$ cat config.mk
export PLATFORM = sky130hd
export DESIGN_NAME = countdown_overtime_timer
export DESIGN_NICKNAME = d
export VERILOG_FILES = /design/src/hw/rtl/cot_pkg.sv /design/src/hw/rtl/cot_front.sv /design/src/hw/rtl/cot_queue.sv /design/src/hw/rtl/cot_back.sv /design/src/hw/rtl/countdown_overtime_timer.sv
export SDC_FILE = /design/constraint.sdc
export NUM_CORES = 1
export LEC_CHECK = 0
export BUFFER_PORTS_ARGS = -buffer_cell sky130_fd_sc_hd__buf_4
export CAP_MARGIN = 25
export CORE_ASPECT_RATIO = 1.2
export CORE_MARGIN = 2
export CORE_UTILIZATION = 58
export DETAILED_ROUTE_END_ITERATION = 10
export PLACE_DENSITY = 0.78
export SYNTH_ARGS = -nofsm -noshare
export SYNTH_HDL_FRONTEND = slang
export SYNTH_SLANG_ARGS = --single-unit
$ cat constraint.sdc
create_clock -name i_clk -period 9.1 [get_ports i_clk]
set_clock_uncertainty 0.2 [all_clocks]
set_input_delay 0 -clock i_clk [delete_from_list [all_inputs] [get_ports i_clk]]
set_output_delay 0 -clock i_clk [all_outputs]
set_load 0.05 [all_outputs]
$ cat src/hw/rtl/cot_pkg.sv
// types and constants shared by the countdown overtime timer modules
package cot_pkg;

    localparam int unsigned SEC_PER_MIN = 60;
    localparam int unsigned SLOTS       = 4;
    localparam int unsigned IDX_W       = 2;
    localparam int unsigned PLAN_W      = 22;
    localparam int unsigned ELAP_W      = 32;

    typedef enum logic [2:0] {
        OP_SET_TIME = 3'd0,
        OP_START    = 3'd1,
        OP_PAUSE    = 3'd2,
        OP_RESUME   = 3'd3,
        OP_STOP     = 3'd4,
        OP_RESET    = 3'd5,
        OP_TICK     = 3'd6
    } t_op;

    typedef enum logic [2:0] {
        MODE_IDLE     = 3'd0,
        MODE_RUNNING  = 3'd1,
        MODE_PAUSED   = 3'd2,
        MODE_OVERTIME = 3'd3,
        MODE_FINISHED = 3'd4
    } t_mode;

    typedef enum logic [1:0] {
        KIND_CHANGE   = 2'd0,
        KIND_FEEDBACK = 2'd1,
        KIND_TICK     = 2'd2,
        KIND_SLIP     = 2'd3
    } t_kind;

    typedef enum logic [1:0] {
        FB_START  = 2'd0,
        FB_STOP   = 2'd1,
        FB_RESET  = 2'd2,
        FB_TIMEUP = 2'd3
    } t_fb;

    typedef struct packed {
        t_kind kind;
        t_mode prev;
        t_mode next;
        t_fb   fb;
    } t_slot;

    typedef struct packed {
        t_slot [SLOTS-1:0]   slots;
        logic  [IDX_W-1:0]   last_idx;
        logic  [PLAN_W-1:0]  planned;
        logic  [ELAP_W-1:0]  elapsed;
    } t_job;

    typedef struct packed {
        logic push;
        t_job job;
    } t_push;

endpackage

$ cat src/hw/rtl/cot_front.sv
// command decode, timer state and result list for each accepted command
module cot_front
    import cot_pkg::*;
(
    input  logic        i_clk,
    input  logic        i_rst_n,
    input  logic        i_valid,
    input  logic [2:0]  i_operation,
    input  logic [15:0] i_minutes,
    input  logic        i_room,
    output logic        o_ready,
    output t_push       o_push
);

    t_mode               r_mode, n_mode;
    t_mode               r_paused_from, n_paused_from;
    logic [PLAN_W-1:0]   r_planned, n_planned;
    logic [ELAP_W-1:0]   r_elapsed, n_elapsed;
    logic                w_cross;
    logic                w_accept;
    logic [2:0]          w_cnt;
    t_job                w_job;

    assign o_ready  = i_room;
    assign w_accept = i_valid && i_room;

    // next state
    always_comb begin
        n_mode        = r_mode;
        n_paused_from = r_paused_from;
        n_planned     = r_planned;
        n_elapsed     = r_elapsed;
        w_cross       = 1'b0;
        case (i_operation)
            OP_SET_TIME: begin
                if (r_mode == MODE_IDLE) begin
                    n_planned = PLAN_W'(i_minutes * PLAN_W'(SEC_PER_MIN));
                end
            end
            OP_START: begin
                if (r_mode == MODE_IDLE && r_planned != '0) begin
                    n_elapsed = '0;
                    n_mode    = MODE_RUNNING;
                end
            end
            OP_PAUSE: begin
                if (r_mode == MODE_RUNNING || r_mode == MODE_OVERTIME) begin
                    n_paused_from = r_mode;
                    n_mode        = MODE_PAUSED;
                end
            end
            OP_RESUME: begin
                if (r_mode == MODE_PAUSED) begin
                    n_mode = r_paused_from;
                end
            end
            OP_STOP: begin
                if (r_mode inside {MODE_RUNNING, MODE_OVERTIME, MODE_PAUSED}) begin
                    n_mode = MODE_IDLE;
                end
            end
            OP_RESET: begin
                n_planned = '0;
                n_elapsed = '0;
                n_mode    = MODE_IDLE;
            end
            OP_TICK: begin
                if (r_mode == MODE_RUNNING || r_mode == MODE_OVERTIME) begin
                    if (r_elapsed != '1) begin
                        n_elapsed = r_elapsed + 1'b1;
                    end
                    if (r_mode == MODE_RUNNING &&
                        n_elapsed >= ELAP_W'(r_planned)) begin
                        w_cross = 1'b1;
                        n_mode  = MODE_OVERTIME;
                    end
                end
            end
            default: begin
            end
        endcase
    end

    // result list
    always_comb begin
        w_job         = '0;
        w_cnt         = 3'd0;
        w_job.planned = n_planned;
        w_job.elapsed = n_elapsed;
        case (i_operation)
            OP_SET_TIME: begin
                if (r_mode == MODE_IDLE) begin
                    w_job.slots[0].kind = KIND_TICK;
                    w_cnt = 3'd1;
                end
            end
            OP_START: begin
                if (r_mode == MODE_IDLE && r_planned != '0) begin
                    w_job.slots[0].kind = KIND_CHANGE;
                    w_job.slots[0].prev = MODE_IDLE;
                    w_job.slots[0].next = MODE_RUNNING;
                    w_job.slots[1].kind = KIND_FEEDBACK;
                    w_job.slots[1].fb   = FB_START;
                    w_job.slots[2].kind = KIND_TICK;
                    w_cnt = 3'd3;
                end
            end
            OP_PAUSE: begin
                if (r_mode == MODE_RUNNING || r_mode == MODE_OVERTIME) begin
                    w_job.slots[0].kind = KIND_CHANGE;
                    w_job.slots[0].prev = r_mode;
                    w_job.slots[0].next = MODE_PAUSED;
                    w_cnt = 3'd1;
                end
            end
            OP_RESUME: begin
                if (r_mode == MODE_PAUSED) begin
                    w_job.slots[0].kind = KIND_CHANGE;
                    w_job.slots[0].prev = MODE_PAUSED;
                    w_job.slots[0].next = r_paused_from;
                    w_cnt = 3'd1;
                end
            end
            OP_STOP: begin
                if (r_mode inside {MODE_RUNNING, MODE_OVERTIME, MODE_PAUSED}) begin
                    w_job.slots[0].kind = KIND_CHANGE;
                    w_job.slots[0].prev = r_mode;
                    w_job.slots[0].next = MODE_FINISHED;
                    w_job.slots[1].kind = KIND_FEEDBACK;
                    w_job.slots[1].fb   = FB_STOP;
                    w_job.slots[2].kind = KIND_SLIP;
                    w_job.slots[3].kind = KIND_CHANGE;
                    w_job.slots[3].prev = MODE_FINISHED;
                    w_job.slots[3].next = MODE_IDLE;
                    w_cnt = 3'd4;
                end
            end
            OP_RESET: begin
                w_job.slots[0].kind = KIND_FEEDBACK;
                w_job.slots[0].fb   = FB_RESET;
                if (r_mode != MODE_IDLE) begin
                    w_job.slots[1].kind = KIND_CHANGE;
                    w_job.slots[1].prev = r_mode;
                    w_job.slots[1].next = MODE_IDLE;
                    w_job.slots[2].kind = KIND_TICK;
                    w_cnt = 3'd3;
                end else begin
                    w_job.slots[1].kind = KIND_TICK;
                    w_cnt = 3'd2;
                end
            end
            OP_TICK: begin
                if (r_mode == MODE_RUNNING || r_mode == MODE_OVERTIME) begin
                    if (w_cross) begin
                        w_job.slots[0].kind = KIND_CHANGE;
                        w_job.slots[0].prev = MODE_RUNNING;
                        w_job.slots[0].next = MODE_OVERTIME;
                        w_job.slots[1].kind = KIND_FEEDBACK;
                        w_job.slots[1].fb   = FB_TIMEUP;
                        w_job.slots[2].kind = KIND_TICK;
                        w_cnt = 3'd3;
                    end else begin
                        w_job.slots[0].kind = KIND_TICK;
                        w_cnt = 3'd1;
                    end
                end
            end
            default: begin
            end
        endcase
        w_job.last_idx = IDX_W'(w_cnt - 3'd1);
    end

    assign o_push.push = w_accept && (w_cnt != 3'd0);
    assign o_push.job  = w_job;

    always_ff @(posedge i_clk) begin
        if (!i_rst_n) begin
            r_mode        <= MODE_IDLE;
            r_paused_from <= MODE_RUNNING;
            r_planned     <= '0;
            r_elapsed     <= '0;
        end else if (w_accept) begin
            r_mode        <= n_mode;
            r_paused_from <= n_paused_from;
            r_planned     <= n_planned;
            r_elapsed     <= n_elapsed;
        end
    end

endmodule

$ cat src/hw/rtl/cot_queue.sv
// short queue of result lists between front and back
module cot_queue
    import cot_pkg::*;
#(
    parameter int unsigned DEPTH = 2
) (
    input  logic  i_clk,
    input  logic  i_rst_n,
    input  t_push i_push,
    input  logic  i_pop,
    output logic  o_room,
    output logic  o_avail,
    output t_job  o_job
);

    localparam int unsigned PTR_W = (DEPTH > 1) ? $clog2(DEPTH) : 1;
    localparam int unsigned CNT_W = $clog2(DEPTH + 1);

    t_job              r_mem [DEPTH];
    logic [PTR_W-1:0]  r_wr_ptr, r_rd_ptr;
    logic [CNT_W-1:0]  r_count;
    logic              w_wr, w_rd;

    assign o_room  = (r_count != CNT_W'(DEPTH));
    assign o_avail = (r_count != '0);
    assign o_job   = r_mem[r_rd_ptr];
    assign w_wr    = i_push.push && o_room;
    assign w_rd    = i_pop && o_avail;

    always_ff @(posedge i_clk) begin
        if (w_wr) begin
            r_mem[r_wr_ptr] <= i_push.job;
        end
    end

    always_ff @(posedge i_clk) begin
        if (!i_rst_n) begin
            r_wr_ptr <= '0;
            r_rd_ptr <= '0;
            r_count  <= '0;
        end else begin
            if (w_wr) begin
                r_wr_ptr <= (r_wr_ptr == PTR_W'(DEPTH - 1)) ? '0 : r_wr_ptr + 1'b1;
            end
            if (w_rd) begin
                r_rd_ptr <= (r_rd_ptr == PTR_W'(DEPTH - 1)) ? '0 : r_rd_ptr + 1'b1;
            end
            if (w_wr && !w_rd) begin
                r_count <= r_count + 1'b1;
            end else if (w_rd && !w_wr) begin
                r_count <= r_count - 1'b1;
            end
        end
    end

endmodule

$ cat src/hw/rtl/cot_back.sv
// result sequencer: walks one result list and shows one beat per cycle while the output is ready
module cot_back
    import cot_pkg::*;
(
    input  logic                i_clk,
    input  logic                i_rst_n,
    input  logic                i_avail,
    input  t_job                i_job,
    output logic                o_pop,
    output logic                o_valid,
    input  logic                i_ready,
    output logic [1:0]          o_kind,
    output logic [2:0]          o_prev_mode,
    output logic [2:0]          o_next_mode,
    output logic [1:0]          o_feedback_code,
    output logic [PLAN_W-1:0]   o_planned_sec,
    output logic [ELAP_W-1:0]   o_elapsed_sec,
    output logic [PLAN_W-1:0]   o_remaining_sec,
    output logic [ELAP_W-1:0]   o_overrun_sec,
    output logic                o_last
);

    logic              r_busy;
    t_job              r_job;
    logic [IDX_W-1:0]  r_idx;
    t_slot             w_slot;
    logic              w_last, w_take, w_tick, w_slip;
    logic [ELAP_W-1:0] w_plan32;

    assign w_slot   = r_job.slots[r_idx];
    assign w_last   = (r_idx == r_job.last_idx);
    assign w_take   = !r_busy || (i_ready && w_last);
    assign o_pop    = w_take && i_avail;
    assign o_valid  = r_busy;
    assign w_tick   = (w_slot.kind == KIND_TICK);
    assign w_slip   = (w_slot.kind == KIND_SLIP);
    assign w_plan32 = ELAP_W'(r_job.planned);

    always_comb begin
        o_kind          = w_slot.kind;
        o_prev_mode     = w_slot.prev;
        o_next_mode     = w_slot.next;
        o_feedback_code = w_slot.fb;
        o_last          = w_last;
        o_planned_sec   = (w_tick || w_slip) ? r_job.planned : '0;
        o_elapsed_sec   = (w_tick || w_slip) ? r_job.elapsed : '0;
        o_remaining_sec = (w_tick && r_job.elapsed < w_plan32) ?
                          PLAN_W'(w_plan32 - r_job.elapsed) : '0;
        o_overrun_sec   = ((w_tick || w_slip) && r_job.elapsed > w_plan32) ?
                          (r_job.elapsed - w_plan32) : '0;
    end

    always_ff @(posedge i_clk) begin
        if (o_pop) begin
            r_job <= i_job;
        end
    end

    always_ff @(posedge i_clk) begin
        if (!i_rst_n) begin
            r_busy <= 1'b0;
            r_idx  <= '0;
        end else if (w_take) begin
            r_busy <= i_avail;
            r_idx  <= '0;
        end else if (i_ready) begin
            r_idx  <= r_idx + 1'b1;
        end
    end

endmodule

$ cat src/hw/rtl/countdown_overtime_timer.sv
// countdown timer with pause and overtime: command front, list queue, result back
// the first result of a command is registered in the queue, then in the result sequencer, before it is valid
// throughput: a command beat every cycle while the queue has room; the result
// sequencer gives one beat per cycle while the output is ready, 1 to 4 beats a command
// ignored commands are accepted but give no results
// synchronous active-low reset: idle, no plan, nothing elapsed, queue empty
module countdown_overtime_timer
    import cot_pkg::*;
#(
    parameter int unsigned QUEUE_DEPTH = 2
) (
    input  logic         i_clk,
    input  logic         i_rst_n,
    input  logic         i_in_valid,
    output logic         o_in_ready,
    input  logic [2:0]   i_operation,
    input  logic [15:0]  i_minutes,
    output logic         o_out_valid,
    input  logic         i_out_ready,
    output logic [1:0]   o_kind,
    output logic [2:0]   o_prev_mode,
    output logic [2:0]   o_next_mode,
    output logic [1:0]   o_feedback_code,
    output logic [21:0]  o_planned_sec,
    output logic [31:0]  o_elapsed_sec,
    output logic [21:0]  o_remaining_sec,
    output logic [31:0]  o_overrun_sec,
    output logic         o_last
);

    t_push w_push;
    t_job  w_job;
    logic  w_room, w_avail, w_pop;

    cot_front u_front (
        .i_clk       (i_clk),
        .i_rst_n     (i_rst_n),
        .i_valid     (i_in_valid),
        .i_operation (i_operation),
        .i_minutes   (i_minutes),
        .i_room      (w_room),
        .o_ready     (o_in_ready),
        .o_push      (w_push)
    );

    cot_queue #(
        .DEPTH (QUEUE_DEPTH)
    ) u_queue (
        .i_clk   (i_clk),
        .i_rst_n (i_rst_n),
        .i_push  (w_push),
        .i_pop   (w_pop),
        .o_room  (w_room),
        .o_avail (w_avail),
        .o_job   (w_job)
    );

    cot_back u_back (
        .i_clk           (i_clk),
        .i_rst_n         (i_rst_n),
        .i_avail         (w_avail),
        .i_job           (w_job),
        .o_pop           (w_pop),
        .o_valid         (o_out_valid),
        .i_ready         (i_out_ready),
        .o_kind          (o_kind),
        .o_prev_mode     (o_prev_mode),
        .o_next_mode     (o_next_mode),
        .o_feedback_code (o_feedback_code),
        .o_planned_sec   (o_planned_sec),
        .o_elapsed_sec   (o_elapsed_sec),
        .o_remaining_sec (o_remaining_sec),
        .o_overrun_sec   (o_overrun_sec),
        .o_last          (o_last)
    );

endmodule

Word level (Yosys, flattened, before mapping). Memory sizes are Yosys's and may differ from the RTL's. A register that Yosys moved wholly into a read port is not among the register bits. Index checks and enable logic that the tools add are counted.

Output and inout bits: 121. Register bits after elaboration: 77. RAM bits: 172. Memories: 1. Input port bits: 23. Word-level logic and storage cells: 147.

Memories: u_queue.r_mem (words 2, bits a word 86, rd ports 1, clocked after Yosys merged registers in 1, write ports 1, line cot_queue.sv:19) `t_job r_mem [DEPTH];`.

Equal/unequal tests: 20. Reduce and logical (&&, ||, !) cells: 30. $lt $le $gt $ge: 4. $mul: 1. Muxes and demuxes: 68. Add/subtract/negate cells: 9. Bitwise logic cells: 1.

Operator list (count): 32-bit two-way mux (7); 32-bit case mux with 3 select lines (1); 22-bit two-way mux (3); 22-bit case mux with 2 select lines (1); 32-bit by 1-bit adder with 32-bit output (second input constant) (1); 32-bit by 22-bit greater-or-equal comparator with 1-bit output (1); 32-bit by 22-bit greater-than comparator with 1-bit output (1); 32-bit by 22-bit < comparator with 1-bit output (1); 32-bit != test (second input constant) (1); 32-bit by 22-bit subtractor with 32-bit output (1); 2-bit two-way mux (15); 6-bit case mux with 5 select lines (1); 3-bit two-way mux (8); 6-bit two-way mux (4); 22-bit nonzero test (1); 22-bit subtractor (1); 3-bit case mux with 7 select lines (1); 10-bit binary-select mux with 2-bit select (1); 16-bit by 4-bit multiplier with 20-bit output (second input constant) (1); 10-bit two-way mux (2); 3-bit case mux with 6 select lines (1); 2-bit case mux with 4 select lines (2); 1-bit two-way mux (15); 2-bit case mux with 7 select lines (1); 27 further kinds (61).

Logic depth before layout (Yosys ltp). Gate-level depths: netlist (run 1).

Word-level depth: 19. Gate-level depth with buffers: 24. Gate-level depth less buffers: 24.

Modules after synthesis. From an unflattened synthesis (run 1), not the netlist that was laid out.

Cell total of the unflattened synthesis: 1790. Area, all modules: 20199.4 um2.

Modules (own cells, without submodules): cot_queue (cells an instance 323, seq. area each 5865.6 um2, times used 1, area an instance 7332.0 um2); cot_back (cells an instance 625, seq. area each 2942.8 um2, times used 1, area an instance 6443.7 um2); cot_front (cells an instance 842, seq. area each 1201.2 um2, times used 1, area an instance 6423.7 um2).

Worst setup path before layout (run 1). OpenSTA, ideal clock, no wires.

Path type: register to register. Start point: reg u_front.r_elapsed[0]. End point: mem u_queue.r_mem[0][0] (netlist name) (enable). Buffers on the path: 0. Setup slack: 1.351 ns. Stages on the path, launching flop included: 22. Data required time: 8.384 ns. Period minus slack after synthesis: 7.749 ns. Arrival time: 7.034 ns. Setup time: 0.516 ns. Cells stage by stage: dfxtp_1 ha_1 and2_1 nand4b_4 nor4b_2 or3_1 nor2_1 nand3_1 xor2_1 inv_1 ha_1 nand2_1 o21ai_0 a2111oi_0 o21ai_0 nand2_1 a31oi_1 o21ai_2 and2_1 ha_1 a21oi_1 nor2b_1.

Cells in the longest elaborated chain, start to end: 17. Elaborated cells on any way between the ends: 18. Classes of those cells: 1 x add/sub; 1 x order compare; 1 x eq/ne; 11 x mux; 4 x reduce/logical.

RTL lines: start: declaration (line cot_front.sv:18) `logic [ELAP_W-1:0] r_elapsed, n_elapsed;`; start signal: assignment (line cot_front.sv:187) `r_elapsed <= n_elapsed;`; 32-bit by 1-bit adder with 32-bit output or 32-bit != test (tied branches) (line cot_front.sv:70, cot_front.sv:69); 32-bit two-way mux (*) (line cot_front.sv:69) `if (r_elapsed != '1) begin`; 32-bit two-way mux (*) (line cot_front.sv:68) `if (r_mode == MODE_RUNNING || r_mode == MODE_OVERTIME) begin`; 32-bit two-way mux (*) (line cot_front.sv:34) `case (i_operation)`; 32-bit by 22-bit greater-or-equal comparator with 1-bit output (*) (line cot_front.sv:73) `n_elapsed >= ELAP_W'(r_planned)) begin`; 1-bit logical AND (*) (line cot_front.sv:72) `if (r_mode == MODE_RUNNING &&`; 1-bit two-way mux (*) (line cot_front.sv:72); 1-bit two-way mux (*) (line cot_front.sv:68); [2 not listed]; 3-bit two-way mux (*) (line cot_front.sv:153) `if (r_mode == MODE_RUNNING || r_mode == MODE_OVERTIME) begin`; 3-bit case mux with 7 select lines (*) (line cot_front.sv:90) `case (i_operation)`; 3-bit nonzero test (*) (line cot_front.sv:174) `assign o_push.push = w_accept && (w_cnt != 3'd0);`; 1-bit logical AND (*) (line cot_front.sv:174); 1-bit logical AND (*) (line cot_queue.sv:27) `assign w_wr = i_push.push && o_room;`; named net u_queue.w_wr (line cot_queue.sv:22) `logic w_wr, w_rd;`; 1-bit two-way mux (*) (line cot_queue.sv:31) `if (w_wr) begin`; 1-bit two-way mux (not written as such) (*) (line cot_queue.sv:32) `r_mem[r_wr_ptr] <= i_push.job;`; end: declaration (line cot_queue.sv:19).

Mark *: on every way through the listed nets, which the timed path passes. The rest lies on a longest branch. The select of a mux whose other input is x is not followed.

Worst setup path after layout (run 1).
Start point: reg u_front.r_elapsed[24]. End point: mem u_queue.r_mem[1][12] (netlist name) (enable).

The elaborated chain is that of the path after synthesis.

==> metrics.txt, run 1 <==
highest-count cells in the layout ignoring fill and taps 222 x edfxtp_1, 163 x nor2_1, 154 x buf_4; detailed placement HPWL roughly 29000 um; Placer Congestion 0.9405; Place WS around 2.5 ns; outcome complete, no violations; DP Area about 19000 um2; IO Port Bufs about 140; Yosys warning total 0; final setup fails 0; Final Max Tran Viols 0; relative slew slack between 20% and 30%; max_cap viols 0; # rows 69; die height between 150 and 200 um; remaining antenna violation count 0; chip width about 160 um; Seq cells post-synth ~290; final worst slack 2.474 ns; post-route clock period utilization around 73%; Reg2Reg Depth 21; Post-Route Utilization around two thirds; Bufs on Longest Clock Path 3; largest net degree at the start of global routing between 60 and 70; critical path startpoint category flip-flop; DR WL/cell ~18 um; GRT Util Overall 25.20%; Pwr per Cell Area roughly 310 nW/um2; Fillers about 2300; Sum Neg Setup Slack 0 ns; PostCTS Resize Cnt 0; Finished Cell Area around 20000 um2; TritonCTS Buffers 26; root cell of the clock tree clkbuf_16; CTS Sinks approximately 290; Post-Syn Instances about 1700; Diodes inserted 0; Setup crit start u_front.r_elapsed[24]$_SDFFE_PN0P_; EDFF count, synth 222; library cells used by synthesis between 80 and 90; DIE AREA approximately 31000 um2; clk_lat worst skew 0.54 ns; CTS tree done; via count of the routed design between 10000 and 15000; async set-reset flop share out of synthesis 0%; total gr overflow 0; Worst Hold Path Cells 4; Fin. Hold Viols 0; RSZ-0062 raised after global routing no; initial antenna violation count 0; CTS clk-pin slew, worst paths 0.07 ns; Crit Path Max Fanout 39; Critical Path RT roughly 9.1 ns; Pleak a little under 0.008 uW; CP Class flip-flop to flip-flop; global-route wire length before repair around 64000 um; CP Capture Type flip-flop; register area share after synthesis between 40% and 50%; top-level port count between 100 and 150; Hold Path Sink u_front.r_planned[2]$_SDFFE_PN0P_; DRC violation count after routing 0; Initial DRT Pass Iterations 5; hold crit path type input port to flip-flop; Worst Hold Launch i_minutes[0]; commonest non-fill, non-tap cell in the layout edfxtp_1; H-tree Lvls 1; Mapped Avg Cell Area around 10 um2; Initial Util around three fifths; Final Non-Filler Cells roughly 2200; Layout Nets around 1900; vias in the first global route about 12000; initial drt markers approximately 1100; Final Critical Period about 6.6 ns; synth-to-layout area growth 13.14%; Worst VDD drop between 0.2 and 0.3 mV; mapped cell area 17440 um2; # placed instances ~2100; arrival time at the worst endpoint between 6 and 7 ns; share of cells above drive strength 1 17.48%; Post-synth top flop edfxtp_1; r2r startpoint u_front.r_elapsed[24]$_SDFFE_PN0P_; fmax between 150 and 200 MHz; vias per cell between 5 and 6; R2R Setup Slk between 2 and 2.5 ns; core box area 29610 um2; Worst-Margin Slew approximately 1.1 ns; routed wire length ~40000 um; Crit Reg-Reg Endpoint u_queue.r_mem[1][12]$_DFFE_PP_
==> routing by layer <==
layer	global-route usage (%)	wire [um]
met1	33.45	17070
met2	43.77	19530
met3	2.075	2203
met4	8.325	1216
met5	0	0
==> critical path: stages, from the launching register on <==
cell and delay [ns]:
dfxtp_1 0.57, nand4_4 0.18, nor3_2 0.41, nor4b_2 0.49
or3_1 0.26, nor2_1 0.10, nand3_1 0.11, xor2_1 0.25
inv_1 0.07, ha_1 0.31, nand2_1 0.05, o21ai_0 0.20
a2111oi_0 0.10, o21ai_0 0.11, nand2_1 0.10, a31oi_1 0.36
o21ai_2 0.18, and2_1 0.19, ha_1 0.19, a21oi_1 0.32
and2_2 0.88, buf_4 0.59
==> cell usage after synthesis (22+ instances only) <==
cell type,number,share of area [%]
edfxtp_1,222,38
fa_1,31,3.6
o31ai_1,22,0.95
dfxtp_1,67,7.7
o21ai_0,93,2.7
xnor2_1,38,1.9
and2_1,69,2.5
nor3_1,41,1.2
nand2_1,108,2.3
a21o_1,24,1.0
xor2_1,41,2.1
nor2_1,164,3.5
mux2_2,77,5.0
clkbuf_1,71,1.5
nand3_1,43,1.2
inv_1,97,2.1
and3_1,24,0.86
ha_1,91,6.5
a21oi_1,78,2.2
==> registers in the layout (all words and copies together), names as in the netlist, 2 cells and up <==
name and count:
u_back.r_idx 2, u_back.r_job 74, u_front.r_elapsed 32, u_front.r_mode 3, u_front.r_paused_from 3, u_front.r_planned 22, u_queue.r_count 2, u_queue.r_mem 148
==> report_power, final <==
group          total, uW  switching (uW)  internal [uW]
Sequential          1890             159           1730
Combinational       3160            2070           1100
Clock               1060             473            588
Total               6110            2700           3410
==> how the worst max path moves through the flow <==
stage | to | slack (ns) | cells after the start
floorplan | u_queue.r_mem[0][0]$_DFFE_PP_ | 1.35 | 21
detailed placement | u_queue.r_mem[1][20]$_DFFE_PP_ | 2.50 | 21
finish | u_queue.r_mem[1][12]$_DFFE_PP_ | 2.47 | 21
global placement | u_queue.r_mem[1][31]$_DFFE_PP_ | 2.63 | 21
global route | u_queue.r_mem[1][12]$_DFFE_PP_ | 1.98 | 21
CTS | u_queue.r_mem[1][12]$_DFFE_PP_ | 2.44 | 21
==> timing repair <==
action	CTS	global route
hold endpoints to repair	61	0
hold buffers	15	0
setup buffers	0	0
==> cell families (layout without fill, tap and decap cells) <==
group / Yosys count / in the layout / share of synthesized area (%)
other: 1 / 2 / 0.02150
buffers and inverters: 196 / 316 / 4.526
AOI/OAI and AO/OA: 351 / 351 / 13.29
muxes: 91 / 91 / 5.803
adders and majority gates: 122 / 122 / 10.09
DFF: 289 / 289 / 45.91
xor gates and xnor gates: 79 / 79 / 3.967
and+or+nand+nor: 558 / 558 / 16.40
==> through the flow <==
| stage | power [uW] | hold WS [ns] |
|---|---|---|
| 6_report | 6111 | 0.1205 |
| 3_3_place_gp | 4992 | 0.06442 |
| 4_1_cts | 6113 | 0.1222 |
| 2_1_floorplan | 4243 | -0.05237 |
| 3_5_place_dp | 5051 | 0.07767 |
| 5_1_grt | 6439 | 0.1707 |
==> area by class of cell <==
class	count	area, um2	share of cell area, %
clock buffer	30	665.6	3.373
clock inverter	18	170.2	0.8622
inverter	98	367.9	1.864
multi-input combinational	1203	8701	44.09
sequential	289	8009	40.58
tap	390	488.0	2.473
timing repair buffer	170	1334	6.758
(Power assumes the default switching activity.)
==> inputs of run 2 (changes only) <==
Settings changed: CORE_UTILIZATION 58 to 55, PLACE_DENSITY 0.78 to 0.77.
Clock period 9.1 ns to 5.45 ns, I/O delays scaled along.
==> run 2 against run 1 <==
Effect of this change: power is 73% higher; combinational power is 69% higher; sequential cell count stayed put; cell count is 1.8% higher; fmax is 32% higher; final area is 2.4% higher; largest power group unchanged; highest routed layer unchanged.
==> metrics.txt, run 2 (same netlist as run 1, synthesis figures left out) <==
outcome complete, no violations; Final Non-Filler Cells 2237 (+1.8%); total gr overflow 0 (unchanged); hold crit path type input port to flip-flop; Worst VDD drop 0.6061 mV (+110%); top-level port count 144 (unchanged); Pwr Total 10560 uW (+73%); storage element area 8015 um2 (about the same); clk_lat worst skew 0.54 ns (about the same); # placed instances 2172 (+1.7%); Fin. Hold Viols 0 (unchanged); CTS clk-pin slew, worst paths 0.06 ns (about the same); DR WL/cell 18.41 um (+1.1%); vias per cell 5.813 (-1.2%); fmax 199.2 MHz (+32%); synth-to-layout area growth 15.86%; # rows 71 (+2.9%); footprint of the multi-input gates 8736 um2 (+0.40%); R2R Setup Slk 0.43 ns (-2.04 ns); Initial DRT Pass Iterations 5 (unchanged); Pwr per Cell Area 522.4 nW/um2 (+69%); remaining antenna violation count 0 (unchanged); CTS Sinks 289 (unchanged); chip width 166.6 um (+2.6%); Final Critical Period 5.020 ns (-1.606 ns); routed wire length 41190 um (+2.9%); Place WS 0.1569 ns (-2.340 ns); max_cap viols 0 (unchanged); share of cells above drive strength 1 19.28% (+1.8 points); register bank with the most flops u_queue.r_mem; detailed placement HPWL 30380 um (+4.4%); critical path startpoint category flip-flop; Critical Path RT 5.50 ns (-3.56 ns); core box area 31270 um2 (+5.6%); Post-Route Utilization 64.63% (-2.0 points); largest net degree at the start of global routing 58 (-15%); Layout Nets 1960 (+1.4%); initial drt markers 973 (-12%); DIE AREA 33160 um2 (+5.3%); H-tree Lvls 1 (unchanged); DRC violation count after routing 0 (unchanged); TritonCTS Buffers 27 (+3.8%); Sum Neg Setup Slack 0 ns (unchanged); CTS tree done; CP Capture Type flip-flop; Worst-Margin Slew 1.002 ns (-0.05542 ns); commonest non-fill, non-tap cell in the layout edfxtp_1; global-route wire length before repair 66610 um (+3.7%); Bufs on Longest Clock Path 3 (unchanged); via count of the routed design 13004 (+0.52%); vias in the first global route 12678 (+2.4%); relative slew slack 33.01% (+3.7 points); IO Port Bufs 143 (unchanged); die height 199.1 um (+2.6%); post-route clock period utilization 92.12% (+19 points); GRT Util Overall 24.71% (-0.49 points); final setup fails 0 (unchanged); RSZ-0062 raised after global routing no; biggest regs u_queue.r_mem: 148 flops, u_back.r_job: 74 flops, u_front.r_elapsed: 32 flops; Fillers 2406 (+5.2%); Post-CTS Setup Inserts 0 (unchanged); Placer Congestion 0.9797 (+4.2%); highest-count cells in the layout ignoring fill and taps 222 x edfxtp_1, 174 x buf_4, 163 x nor2_1; Largest register FFs 148 (unchanged); arrival time at the worst endpoint 5.07 ns (-1.52 ns); initial antenna violation count 0 (unchanged); Initial Util 55.78% (-3.1 points); Crit Path Max Fanout 32 (-18%); Diodes inserted 0 (unchanged); final worst slack 0.4296 ns (-2.044 ns); Pleak 0.008063 uW (+3.4%); root cell of the clock tree clkbuf_16; CP Class flip-flop to flip-flop; Final Max Tran Viols 0 (unchanged)
## run 2: per-layer routing
layer | wire length (um) | track usage (%)
met5 | 0 | 0
met4 | 1280 | 8.621
met3 | 2577 | 2.733
met2 | 19650 | 42.32
met1 | 17680 | 32.92
## run 2: metrics by stage
| stage | hold WS (ns) | area, um2 |
|---|---|---|
| 3_5_place_dp | 0.1000 | 19040 |
| 2_1_floorplan | -0.05237 | 17480 |
| 5_1_grt | 0.1492 | 20210 |
| 6_report | 0.1032 | 20210 |
| 3_3_place_gp | 0.07107 | 19040 |
| 4_1_cts | 0.09578 | 20190 |
## run 2: path summary, 6_finish.rpt
path | from | endpoint | depth (start not counted)
worst max-delay path | u_front.r_elapsed[0]$_SDFFE_PN0P_ | u_queue.r_mem[1][4]$_DFFE_PP_ | 23
worst max register to register | u_front.r_elapsed[0]$_SDFFE_PN0P_ | u_queue.r_mem[1][4]$_DFFE_PP_ | 23
worst min-delay path | i_minutes[8] | u_front.r_planned[10]$_SDFFE_PN0P_ | 6
worst min register to register | u_front.r_paused_from[0]$_SDFFE_PN1P_ | u_front.r_paused_from[0]$_SDFFE_PN1P_ | 1
## run 2: layout make-up
class                      instances  share of cell area [%]
inverter                          98                   1.820
clock buffer                      33                   3.554
sequential                       289                   39.66
timing repair buffer             196                   7.900
multi-input combinational       1203                   43.23
clock inverter                    17                   1.356
tap                              401                   2.483
## run 2: power breakdown
part	leakage (uW)	internal, uW	switching, uW
registers	0.00263	2880	271
logic	0.00495	1870	3460
clock network	0.000481	1270	797
## run 2: worst max-delay path: stages (launching register included)
cell and delay, ns:
dfxtp_2 0.38, ha_2 0.23, and2_1 0.21, nand4b_4 0.20
nor4b_4 0.42, or3_4 0.22, nor2_1 0.06, nand3_1 0.11
xor2_2 0.19, inv_1 0.06, ha_1 0.30, nand2_1 0.06
o21ai_1 0.19, a2111oi_1 0.08, o21ai_1 0.12, nand2_1 0.13
a31oi_2 0.23, o21ai_2 0.10, and2_1 0.16, ha_1 0.20
a21oi_2 0.21, and2_2 0.21, buf_12 0.24, buf_4 0.19
## run 2: timing repair
| item | CTS | global route |
|---|---|---|
| hold buffers | 15 | 0 |
| endpoints found under the setup margin | 0 | 150 |
| gates resized for setup | 0 | 11 |
| endpoints found under the hold margin | 52 | 0 |
==> inputs of run 3 (changes only) <==
Settings changed: CORE_UTILIZATION 55 to 56, MAX_ROUTING_LAYER from default to met4, PLACE_DENSITY 0.77 to 0.78, SYNTH_HIERARCHICAL from default to 1.
==> run 3 against run 2 <==
Effect of this change: global-route usage grew 1.0 points; largest cell class is now flip-flops and latches; critical endpoint is now u_queue/r_count[1]$_SDFFE_PN0P_; final area grew 14%; clock-buffer cell count is the same.
==> metrics.txt, run 3 <==
detailed placement HPWL 34380 um (+13%); Pleak 0.009088 uW (+13%); Synth area leader edfxtp_1; library cells used by synthesis 99 (+13%); top-level port count 144 (unchanged); worst path bufs/invs 1 (-2); IO Port Bufs 143 (unchanged); area share of the largest cell type after synthesis 42.81% (+4.6 points); Diodes inserted 0 (unchanged); highest-count cells in the layout ignoring fill and taps 288 x edfxtp_1, 182 x buf_4, 152 x nor2_1; CTS Sinks 356 (+23%); R2R Setup Slk 0.29 ns (-0.14 ns); core box area 35750 um2 (+14%); hold crit path type input port to flip-flop; arrival time at the worst endpoint 5.48 ns (+0.41 ns); Worst-Margin Slew 0.9741 ns (-0.02747 ns); Placer Congestion 0.9480 (-3.2%); synth-to-layout area growth 14.48%; Post-Syn Instances 1790 (+6.1%); Layout Nets 2071 (+5.7%); post-route clock period utilization 94.73% (+2.6 points); routed wire length 46990 um (+14%); DRC violation count after routing 0 (unchanged); GRT Util Overall 25.73% (+1.0 points); clk_lat worst skew 0.59 ns (+0.05 ns); register area share after synthesis 49.55% (+3.6 points); Worst VDD drop 0.3904 mV (-36%); # placed instances 2344 (+7.9%); largest cells by area after synthesis edfxtp_1 43%, dfxtp_1 6.7%, ha_1 5.6%; vias per cell 5.816 (about the same); Bufs on Longest Clock Path 3 (unchanged); Seq cells post-synth 356 (+23%); CP Capture Type flip-flop; global-route wire length before repair 73860 um (+11%); Final Critical Period 5.163 ns (+0.1427 ns); Mapped Avg Cell Area 11.28 um2 (+9.1%); Fin. Hold Viols 0 (unchanged); critical path startpoint category flip-flop; largest net degree at the start of global routing 62 (+6.9%); Final Max Tran Viols 0 (unchanged); Crit path largest cell delay 0.59 ns (+0.17 ns); sequence of cells on the critical path ha_4, nand3_2, or4_4, nor3_4, nor2_2, nand3_1, xnor2_1, ha_1, a21oi_1, o21a_1, o2111ai_1, o21bai_1, a31o_2, a221oi_4, buf_4, a2111oi_4, nor2_1, ha_2, a21oi_2, and2_1, ha_1, xor2_1, or3_1, a21boi_1; count leader, synth edfxtp_1; relative slew slack 35.06% (+2.0 points); most frequent cells after synthesis 288 x edfxtp_1, 155 x nor2_1, 123 x nand2_1; chip width 177.4 um (+6.5%); Final Non-Filler Cells 2419 (+8.1%); remaining antenna violation count 0 (unchanged); vias in the first global route 13789 (+8.8%); Initial Util 56.49% (+0.71 points); # rows 76 (+7.0%); root cell of the clock tree clkbuf_16; biggest regs u_queue/r_mem: 192 flops, u_back/r_job: 96 flops, u_front/r_elapsed: 32 flops; Critical Path RT 5.77 ns (+0.27 ns); CP Class flip-flop to flip-flop; die height 212.1 um (+6.5%); via count of the routed design 14068 (+8.2%); final setup fails 0 (unchanged); total gr overflow 0 (unchanged); max_cap viols 0 (unchanged); CTS clk-pin slew, worst paths 0.07 ns (about the same); Yosys warning total 6 (+6); Initial DRT Pass Iterations 5 (unchanged); initial drt markers 1354 (+39%); share of cells above drive strength 1 21.22% (+1.9 points); async set-reset flop share out of synthesis 0% (unchanged); Pwr per Cell Area 605.3 nW/um2 (+16%); Crit-path slowest cell or4_4; TritonCTS Buffers 31 (+15%); mapped cell area 20200 um2 (+16%); DR WL/cell 19.43 um (+5.5%); CTS tree done; DIE AREA 37610 um2 (+13%); outcome complete, no violations; initial antenna violation count 0 (unchanged); register bank with the most flops u_queue/r_mem; fmax 193.7 MHz (-2.8%); Crit Path Max Fanout 9 (-72%); H-tree Lvls 1 (unchanged); EDFF count, synth 288 (+30%); Sum Neg Setup Slack 0 ns (unchanged); Post-synth top flop edfxtp_1; Largest register FFs 192 (+30%); crit-path most repeated cell ha_1; CP top delay family simple AND/OR/NAND/NOR gates; commonest non-fill, non-tap cell in the layout edfxtp_1
-- run 3: final timing paths --
path / startpoint / to / cells past startpoint
setup / recovery: u_front/r_elapsed[0]$_SDFFE_PN0P_ / u_queue/r_count[1]$_SDFFE_PN0P_ / 24
hold / removal: i_minutes[15] / u_front/r_planned[20]$_SDFFE_PN0P_ / 5
setup reg to reg: u_front/r_elapsed[0]$_SDFFE_PN0P_ / u_queue/r_count[1]$_SDFFE_PN0P_ / 24
hold reg to reg: u_front/r_planned[13]$_SDFFE_PN0P_ / u_front/r_planned[13]$_SDFFE_PN0P_ / 2
-- run 3: kinds of logic (layout without fill, tap and decap cells) --
logic type	count (synthesis)	count (layout)	share of synthesized area, %
compound gates	356	356	11.93
xor+xnor	84	84	3.642
fa+ha+maj	122	122	8.709
buf+inv	228	368	5.259
flops	356	356	49.55
mux	115	115	7.699
other cells	1	22	0.01856
simple gates	528	528	13.19
-- run 3: metal layers --
metal  wire (um)  GRT usage [%]  vias to the layer above
li1            -              -                     6701
met1       19660          33.54                     6735
met2       22740          42.31                      540
met3        2790          1.913                       92
met4        1795          10.06                        0
met5           0              -                        -
-- run 3: cell type report --
class                      instances  area (um2)
clock inverter                    25       389.1
sequential                       356       10020
fill                            2721       12630
timing repair buffer             202        1612
inverter                         108       409.1
clock buffer                      33       793.3
tap                              468       585.6
multi-input combinational       1227        9310
-- run 3: timing repair --
item	in CTS	in global routing
gates resized for setup	0	7
setup buffers	0	2
endpoints found under the hold margin	81	0
hold buffers	15	0
setup endpoints to repair	0	187
-- run 3: worst min-delay path, stage by stage --
cell,delay [ns]
buf_4,0.12
ha_1,0.16
ha_1,0.18
xor2_1,0.10
a22o_1,0.19
-- run 3: per-stage QoR --
stage	cell area, um2	utilization, %	hold slack (ns)	worst slack [ns]	power (uW)
4_1_cts	23080	64.56	0.02929	0.1281	14030
3_3_place_gp	21740	60.79	0.06444	0.1748	11390
3_5_place_dp	21750	60.83	0.08235	0.1478	11510
6_report	23120	64.67	0.03558	0.2870	14000
5_1_grt	23120	64.67	0.06658	-0.003091	14750
2_1_floorplan	20360	-	-0.08221	-0.3266	9621
-- run 3: power breakdown --
part | switching [uW] | internal (uW) | leakage [uW] | total, uW
logic | 4720 | 2540 | 0.00527 | 7270
clock network | 983 | 1500 | 0.000583 | 2480
registers | 450 | 3800 | 0.00323 | 4250
total | 6160 | 7840 | 0.00909 | 14000
